**config.mk**
```make
export PLATFORM = sky130hd
export DESIGN_NAME = sparse_bitmap_node_table_top
export DESIGN_NICKNAME = d
export VERILOG_FILES = /design/src/sv/sbnt_pkg.sv /design/src/sv/sparse_bitmap_node_table_top.sv
export SDC_FILE = /design/constraint.sdc
export NUM_CORES = 2
export LEC_CHECK = 0
export BUFFER_PORTS_ARGS = -buffer_cell sky130_fd_sc_hd__buf_2
export CORE_MARGIN = 2
export CORE_UTILIZATION = 68
export DETAILED_ROUTE_END_ITERATION = 12
export PLACE_DENSITY = 0.81
export REMOVE_ABC_BUFFERS = 1
export SLEW_MARGIN = 20
export SYNTH_ARGS = -nofsm -noshare
export SYNTH_HDL_FRONTEND = slang
export SYNTH_SLANG_ARGS = --single-unit
```
**constraint.sdc**
```tcl
create_clock -name clk -period 14.95 [get_ports clk]
set_input_delay 2.2425 -clock clk [delete_from_list [all_inputs] [get_ports clk]]
set_output_delay 2.2425 -clock clk [all_outputs]
set_load 0.01 [all_outputs]
```
**src/sv/sbnt_pkg.sv**
```systemverilog
// ----------------------------------------------------------------------------
// Sparse bitmap node table package
// Sizes, operation and status codes, and the request and response payloads.
// ----------------------------------------------------------------------------
package sbnt_pkg;

  localparam int NODE_COUNT  = 16;
  localparam int INDEX_BITS  = 16;
  localparam int WORD_BITS   = 64;
  localparam int OFFSET_BITS = $clog2(WORD_BITS);
  localparam int BUCKET_BITS = INDEX_BITS - OFFSET_BITS;
  localparam int MARK_BITS   = INDEX_BITS + 1;
  localparam int COUNT_BITS  = $clog2(NODE_COUNT + 1);

  // Operation codes. The fourth code behaves as a read.
  localparam logic [1:0] OP_READ  = 2'd0;
  localparam logic [1:0] OP_SET   = 2'd1;
  localparam logic [1:0] OP_CLEAR = 2'd2;

  localparam logic STATUS_DONE = 1'b0;
  localparam logic STATUS_FULL = 1'b1;

  typedef struct packed {
    logic [1:0]            op;
    logic [INDEX_BITS-1:0] bit_index;
  } req_t;

  typedef struct packed {
    logic                  bit_value;
    logic                  status;
    logic [MARK_BITS-1:0]  high_mark;
    logic [COUNT_BITS-1:0] nodes_in_use;
  } rsp_t;

endpackage

```
**src/sv/sparse_bitmap_node_table_top.sv**
```systemverilog
// ----------------------------------------------------------------------------
// Sparse bitmap node table
// Usage:
//   The request channel (req_valid, req_stall, req) carries one operation per
//   transaction: read, set or clear of one bit of a sparse bitmap. The bitmap
//   is kept as a table of nodes, each covering one 64-bit aligned bucket.
//   Every request gives exactly one response transaction on the rsp channel
//   with the bit value, a table-full status, the high mark and node count.
//   A request is captured in an input register; when it fires (the response
//   register is empty or not stalled), the node table is searched and
//   updated and the response register is loaded.
//   Throughput is one request per cycle while the receiver does not stall:
//   the whole node table sits in flip-flops, so a parallel bucket compare and
//   a word update finish as the request fires and the next request sees the
//   updated table. When the receiver stalls, the response holds, the input
//   register holds one more request, and req_stall then rises until the response drains.
//   Reset (rst, synchronous) frees all nodes, zeros the high mark and
//   empties both registers. No clearing pass is needed.
// ----------------------------------------------------------------------------
module sparse_bitmap_node_table_top (
  input  logic          clk,
  input  logic          rst,
  input  logic          req_valid,
  output logic          req_stall,
  input  sbnt_pkg::req_t req,
  output logic          rsp_valid,
  input  logic          rsp_stall,
  output sbnt_pkg::rsp_t rsp
);
  import sbnt_pkg::*;

  // Input register.
  logic req_q_valid;
  req_t req_q;

  // Node table.
  logic [BUCKET_BITS-1:0] node_bucket [NODE_COUNT];
  logic [WORD_BITS-1:0]   node_word   [NODE_COUNT];
  logic [NODE_COUNT-1:0]  node_used;
  logic [MARK_BITS-1:0]   high_mark;
  logic [COUNT_BITS-1:0]  count;

  logic fire;
  logic accept;

  logic [BUCKET_BITS-1:0] bucket;
  logic [OFFSET_BITS-1:0] offset;
  logic [WORD_BITS-1:0]   mask;
  logic [NODE_COUNT-1:0]  match;
  logic [NODE_COUNT-1:0]  free_first;
  logic [NODE_COUNT-1:0]  wr_en;
  logic                   hit;
  logic                   full;
  logic [WORD_BITS-1:0]   slot_word;
  logic [WORD_BITS-1:0]   wr_word;
  logic                   is_set;
  logic                   is_clear;
  logic                   do_alloc;
  logic                   do_free;
  logic [MARK_BITS-1:0]   ceil_mark;
  logic [MARK_BITS-1:0]   high_mark_next;
  logic [COUNT_BITS-1:0]  count_next;
  rsp_t                   rsp_next;

  assign fire      = req_q_valid && (!rsp_valid || !rsp_stall);
  assign req_stall = req_q_valid && !fire;
  assign accept    = req_valid && !req_stall;

  assign bucket = req_q.bit_index[INDEX_BITS-1:OFFSET_BITS];
  assign offset = req_q.bit_index[OFFSET_BITS-1:0];
  assign mask   = {{(WORD_BITS-1){1'b0}}, 1'b1} << offset;

  always_comb begin
    slot_word = '0;
    for (int i = 0; i < NODE_COUNT; i++) begin
      match[i]  = node_used[i] && (node_bucket[i] == bucket);
      slot_word = slot_word | (match[i] ? node_word[i] : '0);
    end
  end

  assign hit        = |match;
  assign full       = &node_used;
  // Lowest free node as a one-hot vector.
  assign free_first = ~node_used & (node_used + NODE_COUNT'(1));

  assign is_set   = (req_q.op == OP_SET);
  assign is_clear = (req_q.op == OP_CLEAR);
  assign do_alloc = is_set && !hit && !full;
  assign wr_word  = is_set ? (hit ? (slot_word | mask) : mask) : (slot_word & ~mask);
  assign do_free  = is_clear && hit && (wr_word == '0);
  assign ceil_mark = {({1'b0, bucket} + (BUCKET_BITS+1)'(1)), {OFFSET_BITS{1'b0}}};

  always_comb begin
    for (int i = 0; i < NODE_COUNT; i++) begin
      wr_en[i] = fire && ((is_set && (hit ? match[i] : (!full && free_first[i])))
                          || (is_clear && match[i]));
    end
  end

  always_comb begin
    high_mark_next = high_mark;
    count_next     = count;
    rsp_next.bit_value = 1'b0;
    rsp_next.status    = STATUS_DONE;
    if (is_set) begin
      if (hit || !full) begin
        rsp_next.bit_value = 1'b1;
        if (ceil_mark > high_mark) begin
          high_mark_next = ceil_mark;
        end
      end else begin
        rsp_next.status = STATUS_FULL;
      end
      if (do_alloc) begin
        count_next = count + COUNT_BITS'(1);
      end
    end else if (is_clear) begin
      if (do_free) begin
        count_next = count - COUNT_BITS'(1);
        if (count == COUNT_BITS'(1)) begin
          high_mark_next = '0;
        end
      end
    end else begin
      rsp_next.bit_value = slot_word[offset];
    end
    rsp_next.high_mark    = high_mark_next;
    rsp_next.nodes_in_use = count_next;
  end

  always_ff @(posedge clk) begin
    if (rst) begin
      req_q_valid <= 1'b0;
      rsp_valid   <= 1'b0;
      node_used   <= '0;
      high_mark   <= '0;
      count       <= '0;
    end else begin
      if (accept) begin
        req_q_valid <= 1'b1;
      end else if (fire) begin
        req_q_valid <= 1'b0;
      end
      if (fire) begin
        rsp_valid <= 1'b1;
        high_mark <= high_mark_next;
        count     <= count_next;
      end else if (!rsp_stall) begin
        rsp_valid <= 1'b0;
      end
      for (int i = 0; i < NODE_COUNT; i++) begin
        if (wr_en[i] && do_alloc) begin
          node_used[i] <= 1'b1;
        end else if (wr_en[i] && do_free) begin
          node_used[i] <= 1'b0;
        end
      end
    end
  end

  // Payload registers carry no reset.
  always_ff @(posedge clk) begin
    if (accept) begin
      req_q <= req;
    end
    if (fire) begin
      rsp <= rsp_next;
    end
    for (int i = 0; i < NODE_COUNT; i++) begin
      if (wr_en[i]) begin
        node_word[i] <= wr_word;
        if (do_alloc) begin
          node_bucket[i] <= bucket;
        end
      end
    end
  end

  // The node count always agrees with the occupied flags.
  a_count_matches_used: assert property (@(posedge clk) disable iff (rst)
    int'(count) == $countones(node_used))
    else $error("node count differs from occupied node flags");

  // The high mark is zero exactly when no node is occupied.
  a_mark_zero_when_empty: assert property (@(posedge clk) disable iff (rst)
    (count == '0) == (high_mark == '0))
    else $error("high mark and node occupancy disagree");

  // A bucket is never held by two occupied nodes.
  a_single_match: assert property (@(posedge clk) disable iff (rst)
    $onehot0(match))
    else $error("bucket held by more than one node");

  // A refused set is only reported when the table is full.
  a_full_status: assert property (@(posedge clk) disable iff (rst)
    (rsp_valid && (rsp.status == STATUS_FULL)) |-> (count == COUNT_BITS'(NODE_COUNT)))
    else $error("table-full status with free nodes left");

endmodule
```
Word level (Yosys, flattened, before mapping)
Memory sizes are Yosys's and may differ from the RTL's.
Cells that the tools add are included.
- add/subtract/negate cells: 4
- order comparisons: 2
- eq/ne operators: 20
- shift operators: 1
- multiplexer cells: 196
- bitwise gates (word level): 20
- reduce and logical (&&, ||, !) cells: 178
- operator list (operator ; number):
    two-way mux 64 bit ; 18
    bitwise OR 64 bit ; 16
    == test 10 bit ; 16
    two-way mux 10 bit ; 15
    OR reduction 10 bit ; 15
    two-way mux 1 bit ; 137
    logical AND 1 bit ; 119
    two-way mux 17 bit ; 6
    bitwise AND 64 bit ; 1
    zero test 64 bit ; 1
    inverter 64 bit ; 1
    << shifter 1 x 6 -> 64 bit, first input constant ; 1
    two-way mux 4 bit ; 15
    nonzero test 2 bit ; 17
    two-way mux 5 bit ; 4
    logical OR 1 bit ; 18
    greater-than comparator 17 bit ; 1
    adder 16 x 1 -> 16 bit, second input constant ; 1
    bitwise AND 16 bit ; 1
    inverter 16 bit ; 1
    AND reduction 16 bit ; 1
    OR reduction 16 bit ; 1
    adder 10 x 1 -> 11 bit, second input constant ; 1
    less-than comparator 6 x 7 -> 1 bit, second input constant ; 1
    8 further kinds ; 13
- bits in registers: 82
- RAM bits: 1184
- input port bits: 22
- word-level logic and storage cells: 449
- memories kept: 2
- memories (name ; words ; width ; rd ports ; clocked after Yosys merged registers in ; wr ports ; RTL line ; RTL):
    node_word ; 16 ; 64 ; 16 ; 0 ; 16 ; sparse_bitmap_node_table_top.sv:38 ; logic [WORD_BITS-1:0] node_word [NODE_COUNT];
    node_bucket ; 16 ; 10 ; 16 ; 0 ; 1 ; sparse_bitmap_node_table_top.sv:37 ; logic [BUCKET_BITS-1:0] node_bucket [NODE_COUNT];

Depth between registers and ports, before layout
An unclocked memory read counts as a cell.
- depth after elaboration: 27
- depth in mapped cells: 18
- depth with buffers taken out: 14

Worst setup path before layout
Ideal clock, no wire load.
- path kind: input to register
- from: in rsp_stall
- to: reg node_used[0]
- setup time: 104 ps
- arrival: 6602 ps
- required time: 14846 ps
- slack: 8244 ps
- cell stages on the path: 7
- buffers on the path: 1
- path through: nand2_1 -> nand2_1 -> clkbuf_1 -> a21oi_1 -> and2_1 -> o21ai_0 -> a31oi_1
- longest elaborated chain between the ends: 6
- elaborated cells between the ends (all ways): 8
- ends and longest elaborated chain (what ; RTL line ; RTL):
    from (decl) ; sparse_bitmap_node_table_top.sv:27 ; input logic rsp_stall,
    zero test 1 bit * ; n/a ;
    logical OR 1 bit * ; sparse_bitmap_node_table_top.sv:65 ; assign fire = req_q_valid && (!rsp_valid || !rsp_stall);
    logical AND 1 bit * ; sparse_bitmap_node_table_top.sv:65 ;
    logical AND 1 bit * ; sparse_bitmap_node_table_top.sv:95 ; wr_en[i] = fire && ((is_set && (hit ? match[i] : (!full && free_first[i])))
    net wr_en[0] ; sparse_bitmap_node_table_top.sv:51 ; logic [NODE_COUNT-1:0] wr_en;
    logical AND 1 bit, on equally long branches ; sparse_bitmap_node_table_top.sv:152, sparse_bitmap_node_table_top.sv:154 ;
    two-way mux 1 bit or nonzero test 2 bit (tied branches) ; n/a ;
    to (signal assigned) ; sparse_bitmap_node_table_top.sv:135 ; node_used <= '0;
    to (signal, indexed assignment) ; sparse_bitmap_node_table_top.sv:153 ; node_used[i] <= 1'b1;
    to (signal, indexed assignment) ; sparse_bitmap_node_table_top.sv:155 ; node_used[i] <= 1'b0;
    to (decl) ; sparse_bitmap_node_table_top.sv:39 ; logic [NODE_COUNT-1:0] node_used;
The timed path passes the listed nets; every way through them passes the cells marked *.
A chain may end at the register's enable or synchronous reset.

Worst setup path after layout
- from: reg req_q (netlist bit bucket[4])
- to: reg rsp[16] (netlist bit), data pin
- longest elaborated chain between the ends: 26
- elaborated cells between the ends (all ways): 79
- ends and longest elaborated chain (what ; RTL line ; RTL):
    from (decl) ; sparse_bitmap_node_table_top.sv:34 ; req_t req_q;
    from (signal assigned) ; sparse_bitmap_node_table_top.sv:164 ; req_q <= req;
    == test 10 bit ; sparse_bitmap_node_table_top.sv:76 ; match[i] = node_used[i] && (node_bucket[i] == bucket);
    logical AND 1 bit ; sparse_bitmap_node_table_top.sv:76 ;
    two-way mux 64 bit ; sparse_bitmap_node_table_top.sv:77 ; slot_word = slot_word | (match[i] ? node_word[i] : '0);
    bitwise OR 64 bit (15 in a row) ; sparse_bitmap_node_table_top.sv:77 ;
    bitwise OR 64 bit ; sparse_bitmap_node_table_top.sv:89 ; assign wr_word = is_set ? (hit ? (slot_word | mask) : mask) : (slot_word & ~mask);
    two-way mux 64 bit ; sparse_bitmap_node_table_top.sv:89 ;
    two-way mux 64 bit * ; sparse_bitmap_node_table_top.sv:89 ;
    net wr_word[7] ; sparse_bitmap_node_table_top.sv:55 ; logic [WORD_BITS-1:0] wr_word;
    zero test 64 bit * ; sparse_bitmap_node_table_top.sv:90 ; assign do_free = is_clear && hit && (wr_word == '0);
    logical AND 1 bit * ; sparse_bitmap_node_table_top.sv:90 ;
    two-way mux 17 bit * ; sparse_bitmap_node_table_top.sv:118 ; if (do_free) begin
    two-way mux 17 bit * ; sparse_bitmap_node_table_top.sv:117 ; end else if (is_clear) begin
    two-way mux 17 bit * ; sparse_bitmap_node_table_top.sv:105 ; if (is_set) begin
    net high_mark_next[11] ; sparse_bitmap_node_table_top.sv:61 ; logic [MARK_BITS-1:0] high_mark_next;
    to (signal assigned) ; sparse_bitmap_node_table_top.sv:167 ; rsp <= rsp_next;
    to (decl) ; sparse_bitmap_node_table_top.sv:28 ; output sbnt_pkg::rsp_t rsp
Marked as above.

==> results.tsv <==
stage	metric	value	unit
status	result of the run	complete, no violations	
drt	DR vias/cell	7.55	
placement	RePlAce Congestion	0.967	
global_routing	initial antenna violation count	1	
timing	min cycle time layout	6.73	ns
timing	RSZ-0062 raised after global routing	false	
global_routing	global-route wire length before repair	210	mm
drt	DR DRC count	0	
drt	1st-iter DRT viols	6258	
global_routing	global-route total usage across every layer	38.8	%
logic_synthesis	area fraction of the dominant cell type after synthesis	73.5	%
power_and_ir_drop	LEAKAGE	17.8	nW
timing	skew final	0.0264	ns
die	area of the placeable core	73000	um^2
drt	drt first pass iters	7	
cts	root cell of the clock tree	sky130_fd_sc_hd__clkbuf_16	
drt	routed len/inst	34.5	um
global_routing	largest net degree at the start of global routing	53	
timing	final critical-path setup slack	8.22	ns
logic_synthesis	post-synthesis register bit count	1266	
drt	Final Routed Wirelength	147	mm
cts	CTS-repair resized insts	0	
die	die outline area	75800	um^2
setup_path	critical path arrival	7.18	ns
setup_path	classification of the worst setup path	reg -> reg	
power_and_ir_drop	Power Dens Cells	127	nW/um^2
run	number of max-cap violations	0	
placement	estimated wirelength of the detail-placed design	78.1	mm
setup_path	required time of the critical path	15.40	ns
cells_and_area	share of the core filled with cells	76.4	%
timing	Slew headroom	12.5	%
cts	clock-pin slew of the registers on the worst-case setup and hold paths	0.06	ns
timing	Final Setup Violations	0	
logic_synthesis	FFs w/ async S/R, synth	0	%
cts	H-tree depth reported by CTS	3	
logic_synthesis	post-synthesis average cell area	16.2	um^2
timing	Peak Freq	149	MHz
cells_and_area	share of cells above drive strength 1	13.4	%
timing	fin. max-slew vios	0	
cells_and_area	final net count	3232	
placement	PortBufs	47	
logic_synthesis	Syn Inst Count	3099	
placement	pre-CTS WS	8.49	ns
die	Die Wd	275	um
drt	number of vias in the routed layout	32100	
drt	antenna-violating nets left	0	
cts	clock latency of the later-clocked register in the worst-skew pair	0.72	ns
logic_synthesis	biggest area contributors in the synthesized netlist	sky130_fd_sc_hd__edfxtp_1, sky130_fd_sc_hd__a22oi_1, sky130_fd_sc_hd__a22o_1	
logic_synthesis	number of enable-type register cells in the synthesized netlist	1226	
die	number of primary I/O pins	48	
hold_path	Hold Path Class	reg -> reg	
logic_synthesis	cell type with the largest total area after synthesis	sky130_fd_sc_hd__edfxtp_1	
setup_path	startpoint kind of the worst setup timing path	flop	
logic_synthesis	Post-Syn Area	50100	um^2
timing	share of the clock period used by the worst path after layout	45.0	%
cts	Max clock buf depth	3	
timing	number of endpoints with negative hold slack in the final report	0	
setup_path	highest net fanout along the worst path	38	
cts	number of clock buffers inserted by TritonCTS	118	
power_and_ir_drop	highest ir drop seen on vdd	0.000112	V
logic_synthesis	warnings from Yosys	0	
cts	post-CTS setup-driven buffer insertion count	0	
global_routing	via count of the first global-routing pass	31300	
cts	TritonCTS Sinks	1266	
cts	CTS hold repair buffers	0	
global_routing	leftover overflow at the end of global routing	0	
cells_and_area	most frequent standard cell in the layout excluding fill and tap cells	sky130_fd_sc_hd__edfxtp_1	
die	total number of placement rows	99	
setup_path	capturing element type of the critical path	flop	
logic_synthesis	predominant post-synthesis flop cell	sky130_fd_sc_hd__edfxtp_1	
timing	final-layout setup total negative slack	0	ns
die	vertical die dimension	275	um
cells_and_area	Area growth, synth to finish	11.3	%
die	initial standard-cell utilization of the core	68.6	%
logic_synthesis	share of synthesized area occupied by flip-flops and latches	75.1	%
cells_and_area	highest-count cells in the layout ignoring fill and taps	sky130_fd_sc_hd__edfxtp_1, sky130_fd_sc_hd__nand2_1, sky130_fd_sc_hd__a22oi_1, sky130_fd_sc_hd__a22o_1, sky130_fd_sc_hd__a221oi_1	
cts	clock tree from TritonCTS	built	
logic_synthesis	count of different cell masters after synthesis	80	
timing	transition time at the pin with the least slew margin	1.31	ns
==> state kept, by name (all words and copies together) (netlist names) <==
signal	flops
node_used	16
count	5
rsp_valid	1
node_bucket	160
rsp	24
offset	6
bucket	10
high_mark	17
req_q	2
node_word	1024
req_q_valid	1
==> power breakdown <==
part / leakage (nW) / switching [W] / internal [W]
logic: 4.40 / 0.000119 / 0.0000455
registers: 11.5 / 0.00000965 / 0.00386
clock network: 1.93 / 0.00130 / 0.00177
==> through the flow <==
stage               instance area [um^2]  instances  hold slack (ns)  total power (W)
CTS                                55600       4254            0.480          0.00710
global placement                   51600       4031            0.464          0.00409
detailed placement                 51600       4031            0.471          0.00410
floorplan                          49100       2920            0.450          0.00403
finish                             55800       4258            0.479          0.00711
global route                       55800       4257            0.495          0.00725
==> cells by family after synthesis <==
logic type | Yosys count | share of synthesized area (%)
flip-flops | 1266 | 75.1
AO/OA/AOI/OAI | 718 | 11.4
AND/OR/NAND/NOR | 689 | 7.34
buffers and inverters | 206 | 2.08
XOR/XNOR | 167 | 2.92
multiplexers | 38 | 0.814
adder cells (fa/ha/maj) | 15 | 0.375
==> cell usage after synthesis (all sizes together), types with 9 or more instances <==
library cell	instances
nor4	60
buf	95
edfxtp	1226
a21oi	56
mux2i	28
a211o	15
nor3	58
nand2b	9
a31oi	32
o21ai	25
a22o	164
and3	47
a221oi	156
and2	25
and4	28
nand4	55
nand2	206
clkbuf	84
mux2	9
xnor2	135
nor2	114
xor2	32
nand3	55
dfxtp	40
inv	26
ha	15
a22oi	198
==> critical path, cell delays in order (launching register included) <==
cell                       delay [ns]
sky130_fd_sc_hd__edfxtp_1        0.33
sky130_fd_sc_hd__buf_4           0.49
sky130_fd_sc_hd__xnor2_1         0.21
sky130_fd_sc_hd__and2_0          0.20
sky130_fd_sc_hd__and4_4          0.40
sky130_fd_sc_hd__buf_4           0.46
sky130_fd_sc_hd__a22oi_1         0.26
sky130_fd_sc_hd__nand2_1         0.10
sky130_fd_sc_hd__nor3_1          0.75
sky130_fd_sc_hd__a21oi_2         0.39
sky130_fd_sc_hd__nor4_1          0.62
sky130_fd_sc_hd__nand4_1         0.54
sky130_fd_sc_hd__nor4_4          0.54
sky130_fd_sc_hd__buf_4           0.32
sky130_fd_sc_hd__a31oi_2         0.42
sky130_fd_sc_hd__a22o_1          0.38
==> layout make-up <==
class / instances / area [um^2]
Clock buffer: 153 / 3200
Inverter: 27 / 101
Antenna cell: 1 / 2.50
Fill cell: 3921 / 17200
Multi-Input combinational cell: 1627 / 11800
Clock inverter: 70 / 792
Sequential cell: 1266 / 37600
Timing Repair Buffer: 155 / 1050
Tap cell: 959 / 1200
==> final timing paths <==
path / from / to / slack (ns) / depth (start not counted)
min: high_mark[5] / high_mark[5] / 0.48 / 1
max: bucket[4] / rsp[16] / 8.22 / 15
max reg2reg: bucket[4] / rsp[16] / 8.22 / 15
min reg2reg: high_mark[5] / high_mark[5] / 0.48 / 1
==> metal layers <==
metal | global-route usage, % | vias to the layer above | share of wire (%)
met1 | 52.3 | 15600 | 34
met5 | 0 | - | 0.0095
li1 | - | 12800 | -
met3 | 9.75 | 624 | 15
met2 | 59.4 | 3137 | 46
met4 | 20.2 | 2 | 5.9
(Power assumes the default switching activity.)
